--- src/hw/rtl/mexp_pkg.sv ---
// ----------------------------------------------------------------------------
// Modular exponentiation package
// Shared widths, register indexes, controller states and the status bundle
// of the bit-serial modular multiplier.
// ----------------------------------------------------------------------------
package mexp_pkg;

    // default operand width
    localparam int MEXP_WIDTH = 32;

    // configuration register index
    localparam int CFG_IDX_W = 1;
    typedef logic [CFG_IDX_W-1:0] t_cfg_idx;
    localparam t_cfg_idx REG_EXPONENT = 1'b0;
    localparam t_cfg_idx REG_MODULUS  = 1'b1;

    // controller states
    typedef enum logic [2:0] {
        ST_IDLE,
        ST_REDUCE,
        ST_SQUARE,
        ST_MULT,
        ST_HOLD
    } t_state;

    // multiplier status towards the controller
    typedef struct packed {
        logic busy;
        logic done;
    } t_mm_stat;

endpackage

--- src/hw/rtl/modular_exponentiation.sv ---
// ----------------------------------------------------------------------------
// Modular exponentiation core
// Computes message^exponent mod modulus by left-to-right square and multiply.
// ----------------------------------------------------------------------------
// Usage:
//   Write exponent (index 0) and modulus (index 1) on the i_cfg_* port while
//   the core is idle. Send a message beat on s_axis; the result beat appears
//   on m_axis with the result in tdata and the error flag in tuser.
//   One item is in flight at a time; s_axis_tready is high only when the
//   controller is free, which may be while a previous result still waits.
//   A zero message or zero modulus (error, result 0) or a zero exponent
//   (result 1) goes straight to the hold state. Otherwise the bit-serial
//   multiplier does one reduction of the message, then a square for every
//   exponent bit and a multiply for each set bit. The next message can be
//   taken once the result is loaded into the output register.
//   Reset returns exponent and modulus to 1 and drops any item in flight.
//   When m_axis_tready is low the result beat holds; a finished result then
//   waits in the controller and no new message is taken.
// ----------------------------------------------------------------------------
module modular_exponentiation #(
    parameter int WIDTH = mexp_pkg::MEXP_WIDTH
) (
    input  logic                           i_clk,
    input  logic                           i_rst_n,
    // configuration write port
    input  logic                           i_cfg_we,
    input  mexp_pkg::t_cfg_idx             i_cfg_idx,
    input  logic [WIDTH-1:0]               i_cfg_data,
    // message in; tdata: message [WIDTH-1:0], zero padded
    input  logic                           s_axis_tvalid,
    output logic                           s_axis_tready,
    input  logic [((WIDTH+7)/8)*8-1:0]     s_axis_tdata,
    // result out; tdata: result [WIDTH-1:0], zero padded
    output logic                           m_axis_tvalid,
    input  logic                           m_axis_tready,
    output logic [((WIDTH+7)/8)*8-1:0]     m_axis_tdata,
    // tuser: error [0]
    output logic                           m_axis_tuser
);
    import mexp_pkg::*;

    localparam int BIT_W = $clog2(WIDTH);

    t_state           r_state;
    t_state           n_state;
    logic [WIDTH-1:0] r_exp;
    logic [WIDTH-1:0] r_mod;
    logic [WIDTH-1:0] r_acc;
    logic [WIDTH-1:0] r_base;
    logic [BIT_W-1:0] r_bitcnt;
    logic             r_err;
    logic             r_out_valid;
    logic [WIDTH-1:0] r_out_res;
    logic             r_out_err;

    logic             in_beat;
    logic [WIDTH-1:0] msg;
    logic             bad_in;
    logic             exp_zero;
    logic             exp_bit;
    logic             last_bit;
    logic             out_free;
    logic             mm_start;
    logic [WIDTH-1:0] mm_a;
    logic [WIDTH-1:0] mm_b;
    logic [WIDTH-1:0] mm_p;
    logic [WIDTH-1:0] one_mod;
    t_mm_stat         mm_stat;

    assign msg      = s_axis_tdata[WIDTH-1:0];
    assign in_beat  = s_axis_tvalid && s_axis_tready;
    assign bad_in   = (msg == '0) || (r_mod == '0);
    assign exp_zero = (r_exp == '0);
    assign exp_bit  = r_exp[r_bitcnt];
    assign last_bit = (r_bitcnt == '0);
    assign out_free = !r_out_valid || m_axis_tready;
    assign one_mod  = (r_mod == WIDTH'(1)) ? '0 : WIDTH'(1);

    // configuration registers
    always_ff @(posedge i_clk) begin
        if (!i_rst_n) begin
            r_exp <= WIDTH'(1);
            r_mod <= WIDTH'(1);
        end else if (i_cfg_we) begin
            unique case (i_cfg_idx)
                REG_EXPONENT: r_exp <= i_cfg_data;
                REG_MODULUS:  r_mod <= i_cfg_data;
                default: ;
            endcase
        end
    end

    // next state
    always_comb begin
        n_state = r_state;
        unique case (r_state)
            ST_IDLE: begin
                if (in_beat) begin
                    n_state = (bad_in || exp_zero) ? ST_HOLD : ST_REDUCE;
                end
            end
            ST_REDUCE: begin
                if (mm_stat.done) n_state = ST_SQUARE;
            end
            ST_SQUARE: begin
                if (mm_stat.done) begin
                    if (exp_bit)       n_state = ST_MULT;
                    else if (last_bit) n_state = ST_HOLD;
                end
            end
            ST_MULT: begin
                if (mm_stat.done) n_state = last_bit ? ST_HOLD : ST_SQUARE;
            end
            ST_HOLD: begin
                if (out_free) n_state = ST_IDLE;
            end
            default: n_state = ST_IDLE;
        endcase
    end

    // outputs: multiplier start and operand selection
    always_comb begin
        mm_start      = 1'b0;
        mm_a          = mm_p;
        mm_b          = mm_p;
        s_axis_tready = 1'b0;
        unique case (r_state)
            ST_IDLE: begin
                s_axis_tready = 1'b1;
                // reduce the message: 1 * message mod modulus
                mm_start = in_beat && !bad_in && !exp_zero;
                mm_a     = one_mod;
                mm_b     = msg;
            end
            ST_REDUCE: begin
                mm_start = mm_stat.done;
                mm_a     = r_acc;
                mm_b     = r_acc;
            end
            ST_SQUARE: begin
                mm_start = mm_stat.done && (exp_bit || !last_bit);
                mm_a     = exp_bit ? r_base : mm_p;
                mm_b     = mm_p;
            end
            ST_MULT: begin
                mm_start = mm_stat.done && !last_bit;
            end
            ST_HOLD: ;
            default: ;
        endcase
    end

    // controller registers
    always_ff @(posedge i_clk) begin
        if (!i_rst_n) begin
            r_state <= ST_IDLE;
        end else begin
            r_state <= n_state;
        end
    end

    // running value, base and exponent bit index
    always_ff @(posedge i_clk) begin
        unique case (r_state)
            ST_IDLE: begin
                if (in_beat) begin
                    r_err    <= bad_in;
                    r_bitcnt <= BIT_W'(WIDTH - 1);
                    if (bad_in)        r_acc <= '0;
                    else if (exp_zero) r_acc <= WIDTH'(1);
                    else               r_acc <= one_mod;
                end
            end
            ST_REDUCE: begin
                if (mm_stat.done) r_base <= mm_p;
            end
            ST_SQUARE: begin
                if (mm_stat.done) begin
                    r_acc <= mm_p;
                    if (!exp_bit && !last_bit) r_bitcnt <= r_bitcnt - BIT_W'(1);
                end
            end
            ST_MULT: begin
                if (mm_stat.done) begin
                    r_acc <= mm_p;
                    if (!last_bit) r_bitcnt <= r_bitcnt - BIT_W'(1);
                end
            end
            ST_HOLD: ;
            default: ;
        endcase
    end

    // output register: load from hold, drop on accepted beat
    always_ff @(posedge i_clk) begin
        if (!i_rst_n) begin
            r_out_valid <= 1'b0;
        end else if (r_state == ST_HOLD && out_free) begin
            r_out_valid <= 1'b1;
        end else if (m_axis_tready) begin
            r_out_valid <= 1'b0;
        end
    end

    always_ff @(posedge i_clk) begin
        if (r_state == ST_HOLD && out_free) begin
            r_out_res <= r_acc;
            r_out_err <= r_err;
        end
    end

    always_comb begin
        m_axis_tdata              = '0;
        m_axis_tdata[WIDTH-1:0]   = r_out_res;
    end
    assign m_axis_tvalid = r_out_valid;
    assign m_axis_tuser  = r_out_err;

    mexp_modmul #(
        .WIDTH (WIDTH)
    ) u_modmul (
        .i_clk   (i_clk),
        .i_rst_n (i_rst_n),
        .i_start (mm_start),
        .i_a     (mm_a),
        .i_b     (mm_b),
        .i_m     (r_mod),
        .o_stat  (mm_stat),
        .o_p     (mm_p)
    );

    // never start the multiplier while it is stepping
    a_start_free: assert property (@(posedge i_clk) disable iff (!i_rst_n)
        mm_start |-> !mm_stat.busy)
        else $error("multiplier started while busy");

    // multiplier finishes only in a computing state
    a_done_state: assert property (@(posedge i_clk) disable iff (!i_rst_n)
        mm_stat.done |-> (r_state == ST_REDUCE || r_state == ST_SQUARE
                          || r_state == ST_MULT))
        else $error("multiplier done outside a computing state");

    // zero message goes straight to hold with the error flag
    a_zero_msg: assert property (@(posedge i_clk) disable iff (!i_rst_n)
        (in_beat && msg == '0) |=> (r_state == ST_HOLD && r_err && r_acc == '0))
        else $error("zero message not flagged");

    // running value and base stay reduced during the power loop
    a_reduced: assert property (@(posedge i_clk) disable iff (!i_rst_n)
        (r_state == ST_SQUARE || r_state == ST_MULT)
            |-> (r_acc < r_mod && r_base < r_mod))
        else $error("running value not reduced");

endmodule

--- src/hw/rtl/mexp_modmul.sv ---
// ----------------------------------------------------------------------------
// Bit-serial modular multiplier
// Computes (a * b) mod m by shift and add, one bit of b per cycle, MSB first.
// Requires a < m. Done pulses in the cycle after the last step.
// ----------------------------------------------------------------------------
module mexp_modmul #(
    parameter int WIDTH = mexp_pkg::MEXP_WIDTH
) (
    input  logic               i_clk,
    input  logic               i_rst_n,
    input  logic               i_start,
    input  logic [WIDTH-1:0]   i_a,
    input  logic [WIDTH-1:0]   i_b,
    input  logic [WIDTH-1:0]   i_m,
    output mexp_pkg::t_mm_stat o_stat,
    output logic [WIDTH-1:0]   o_p
);
    import mexp_pkg::*;

    localparam int CNT_W = $clog2(WIDTH);

    logic [WIDTH-1:0] r_acc;
    logic [WIDTH-1:0] r_a;
    logic [WIDTH-1:0] r_b;
    logic [CNT_W-1:0] r_cnt;
    logic             r_busy;
    logic             r_done;

    logic [WIDTH:0]   dbl;
    logic [WIDTH-1:0] dbl_red;
    logic [WIDTH:0]   sum;
    logic [WIDTH-1:0] sum_red;

    // double the accumulator, reduce, then add a where the bit is set
    always_comb begin
        dbl     = {r_acc, 1'b0};
        dbl_red = (dbl >= {1'b0, i_m}) ? WIDTH'(dbl - {1'b0, i_m}) : dbl[WIDTH-1:0];
        sum     = {1'b0, dbl_red} + (r_b[WIDTH-1] ? {1'b0, r_a} : '0);
        sum_red = (sum >= {1'b0, i_m}) ? WIDTH'(sum - {1'b0, i_m}) : sum[WIDTH-1:0];
    end

    // sequence control
    always_ff @(posedge i_clk) begin
        if (!i_rst_n) begin
            r_busy <= 1'b0;
            r_done <= 1'b0;
            r_cnt  <= '0;
        end else begin
            r_done <= 1'b0;
            if (r_busy) begin
                r_cnt <= r_cnt - CNT_W'(1);
                if (r_cnt == '0) begin
                    r_busy <= 1'b0;
                    r_done <= 1'b1;
                end
            end else if (i_start) begin
                r_busy <= 1'b1;
                r_cnt  <= CNT_W'(WIDTH - 1);
            end
        end
    end

    // operand and accumulator registers
    always_ff @(posedge i_clk) begin
        if (r_busy) begin
            r_acc <= sum_red;
            r_b   <= {r_b[WIDTH-2:0], 1'b0};
        end else if (i_start) begin
            r_acc <= '0;
            r_a   <= i_a;
            r_b   <= i_b;
        end
    end

    assign o_stat = {r_busy, r_done};
    assign o_p    = r_acc;

    // accumulator stays reduced while stepping
    a_acc_reduced: assert property (@(posedge i_clk) disable iff (!i_rst_n)
        r_busy |-> (r_acc < i_m))
        else $error("modmul accumulator not reduced");

    // a fresh product is flagged in the cycle after the last step
    a_done_after_last: assert property (@(posedge i_clk) disable iff (!i_rst_n)
        (r_busy && r_cnt == '0) |=> (r_done && !r_busy))
        else $error("modmul done not raised after last step");

    // done is a single-cycle pulse
    a_done_pulse: assert property (@(posedge i_clk) disable iff (!i_rst_n)
        r_done |=> !r_done)
        else $error("modmul done held longer than one cycle");

endmodule

--- config.mk ---
export PLATFORM = sky130hd
export DESIGN_NAME = modular_exponentiation
export DESIGN_NICKNAME = d
export VERILOG_FILES = /design/src/hw/rtl/mexp_pkg.sv /design/src/hw/rtl/modular_exponentiation.sv /design/src/hw/rtl/mexp_modmul.sv
export SDC_FILE = /design/constraint.sdc
export NUM_CORES = 1
export LEC_CHECK = 0
export ABC_AREA = 1
export ABC_CLOCK_PERIOD_IN_PS = 6760
export BUFFER_PORTS_ARGS = -buffer_cell sky130_fd_sc_hd__buf_2
export CORE_MARGIN = 1
export CORE_UTILIZATION = 60
export DETAILED_ROUTE_END_ITERATION = 10
export HOLD_SLACK_MARGIN = 0.08
export PLACE_DENSITY = 0.78
export REMOVE_ABC_BUFFERS = 1
export SKIP_CTS_REPAIR_TIMING = 1
export SLEW_MARGIN = 20
export SYNTH_ARGS = -nofsm -noshare
export SYNTH_HDL_FRONTEND = slang
export SYNTH_SLANG_ARGS = --single-unit
--- constraint.sdc ---
create_clock -name i_clk -period 6.76 [get_ports i_clk]
set_input_delay 1.014 -clock i_clk [delete_from_list [all_inputs] [get_ports i_clk]]
set_output_delay 1.014 -clock i_clk [all_outputs]
set_load 0.01 [all_outputs]
==> results.yml <==
grt:
  grt_start_max_net_pins: 70
  antenna_found_initial: 0
  track_usage_pct: 42.72
  grt_overflow: 0
  grt_pass1_vias: 18290
  grt_pass1_wl_mm: 107.2
logic_synthesis:
  syn_inst: 2654
  ys_types: 55
  seq_area_frac_synth_pct: 38.10
  yosys.area_share.simple_pct: 28.35
  synth_adder_area_share_pct: 6.627
  yosys-mux-area-fraction_pct: 0
  netlist_area_um2: 19600
  synth.avg_cell_area_um2: 7.384
  synth_compound_area_share_pct: 14.92
  synthArstFlopShare_pct: 0
  synthXorXnorAreaFrac_pct: 2.279
  synth-edff-count: 198
  synth_top_family_by_area: "simple AND/OR/NAND/NOR gates"
  ys.flop_type: "edfxtp_1"
  ys_warn_count: 0
  synth-seq-cells: 274
sta:
  rsz0062_at_grt: "false"
  slew_viol_final: 0
  slew_headroom_pct: 27.01
  max_freq_mhz: 156.4
  fin_skew_ns: 0.03254
  worst_slack_ns: 0.3651
  setup_violations: 0
  hold_viol: 0
  finalSetupTns_ns: 0
  worst_pin_slew_ns: 1.092
  fin_crit_ns: 6.395
  finalCritPeriodShare_pct: 94.60
clock_network:
  cts_num_sinks: 274
  cts_tree: "done"
  clock_latency_ns: 0.58
  clk_pin_slew_ns: 0.07
  root_buffer: "clkbuf_16"
  cts_made_buffers: 29
  cts_htree_levels: 1
  ctsLongestPathBuffers: 3
setup_path:
  end_kind: "flip-flop"
  crit_family: "simple AND/OR/NAND/NOR gates"
  cp_data_required_time_ns: 7.11
  critPathSlowestCell: "fa_1"
  path_common_cell: "nand2_1"
  worstPathMaxFanout: 30
  reg2reg_to: "u_modmul.o_p[14]"
  critical_path_buf_inv_count: 5
  crit_type: "flip-flop to flip-flop"
  rr_startpoint: "r_mod[14]"
  r2r_slack_ns: 0.37
  critical_path_arrival_ns: 6.74
  cp-start-kind: "flip-flop"
  slowest_delay_ns: 0.44
  rr_worst_depth: 37
route:
  vias: 19540
  vias_per_cell: 6.101
  ant_nets: 0
  drc: 0
  first_iter_violations: 2673
  post_drt_wl_per_cell_um: 22.50
  drt_pre_antenna_iters: 6
  wl_mm: 72.05
min_path:
  hold_depth: 0
  hold_end: "m_axis_tuser"
  min_from: "r_err"
  hp-class: "flip-flop to flip-flop"
final_layout:
  insertedDiodeCount: 0
  nets: 2917
  syn_to_final_growth_pct: 9.309
  drive_gt1_share_pct: 12.29
floorplan:
  rows: 65
  fp.dieH_um: 182.7
  die_w_um: 182.7
  io_pins: 105
  start_util_pct: 61.47
  die_area_um2: 33390
  core_um2: 31880
placement:
  gp_congestion: 1.110
  port-buffer-count: 104
  pre_cts_slack_ns: 0.2655
  hpwl_mm: 56.57
outcome:
  status: "completed"
run:
  maxCapViolCount: 0
==> per-stage QoR <==
step                instance area (um2)  hold WS, ns  utilization [%]  instances
floorplan                         19130       0.4003                -       2579
CTS                               21400       0.4490            67.12       3201
detailed placement                20480       0.4280            64.24       3148
global placement                  20480       0.4152            64.24       3148
global route                      21420       0.4523            67.19       3202
finish                            21420       0.4502            67.19       3202
==> Yosys cell counts (all sizes together) (4+ instances only) <==
library cell    n  share of area, %
a21boi          4              0.15
xnor2           9              0.40
inv           380               7.3
buf            31               1.6
nor3           16              0.43
clkbuf         44              0.85
nand2         729                15
a21oi         197               5.3
nor2          338               6.7
and2            5              0.16
o21bai         14              0.54
a221oi         17              0.76
nand3         137               4.1
ha             99               6.3
o21ai         204               5.7
nand3b          9              0.34
o211ai         35               1.9
nand4          39               1.2
a31oi           6              0.19
dfxtp          76               7.8
or2             4              0.13
a21o            7              0.27
xor2           42               1.9
edfxtp        198                30
==> how the worst max path moves through the flow <==
stage	from	endpoint	slack (ns)	cells after the start
floorplan	r_mod[1]	u_modmul.o_p[29]	0.68	38
global placement	r_mod[14]	u_modmul.o_p[25]	0.29	36
detailed placement	r_mod[14]	u_modmul.o_p[25]	0.27	36
CTS	r_mod[14]	u_modmul.o_p[25]	0.23	36
global route	r_mod[1]	u_modmul.o_p[25]	0.01	38
finish	r_mod[14]	u_modmul.o_p[14]	0.37	37
==> routing by layer <==
| metal | wire length (um) | up-vias | GRT usage [%] |
|---|---|---|---|
| li1 | - | 8886 | - |
| met1 | 27920 | 9037 | 56.83 |
| met2 | 31070 | 1398 | 66.18 |
| met3 | 8930 | 214 | 9.280 |
| met4 | 4122 | 0 | 20.24 |
| met5 | 0 | - | 0 |
==> cells by family (layout without fill, tap and decap cells) <==
kind of cell,after synthesis,in the layout
AND/OR/NAND/NOR,1283,1284
buffers and inverters,456,568
XOR/XNOR,51,51
flip-flops,274,274
adder cells (fa/ha/maj),102,102
AO/OA/AOI/OAI,488,488
==> state kept, by name, indices dropped and copies added, names as in the netlist, 3 cells and up <==
name	cells
m_axis_tdata	32
u_modmul.r_b	32
r_bitcnt	5
u_modmul.r_cnt	5
r_acc	32
r_state	3
u_modmul.o_p	32
u_modmul.r_a	32
r_base	32
r_mod	32
r_exp	32
==> placed cells by master (no fill, tap or decap), types with 20 or more instances in the layout <==
cell,count
nor2_1,324
edfxtp_1,198
o21ai_1,22
nand4_1,39
nand2_1,683
buf_4,28
nand3_1,117
clkbuf_16,30
dfxtp_1,75
ha_1,98
a21oi_1,186
nand2_2,23
inv_1,361
o21ai_2,27
xor2_1,42
o21ai_0,155
o211ai_2,20
nand2_4,23
buf_2,104
==> worst reg2reg max path, delay by kind of cell, from the launching register on <==
family | cells | cell delay [ns]
flip-flops | 1 | 0.34
AO/OA/AOI/OAI | 1 | 0.12
buffers and inverters | 5 | 0.71
adder cells (fa/ha/maj) | 4 | 1.53
AND/OR/NAND/NOR | 27 | 3.48
==> cell type report <==
cell class / count / area (um2)
timing repair buffer: 134 / 770.7
clock inverter: 8 / 90.09
tap: 435 / 544.3
multi-input combinational: 1925 / 10280
inverter: 381 / 1435
clock buffer: 45 / 828.3
fill: 2684 / 10460
sequential: 274 / 7468
Power is left out: the tool's default activity adds up to more than one toggle a clock period on the data nets, which glitch-free logic cannot reach.
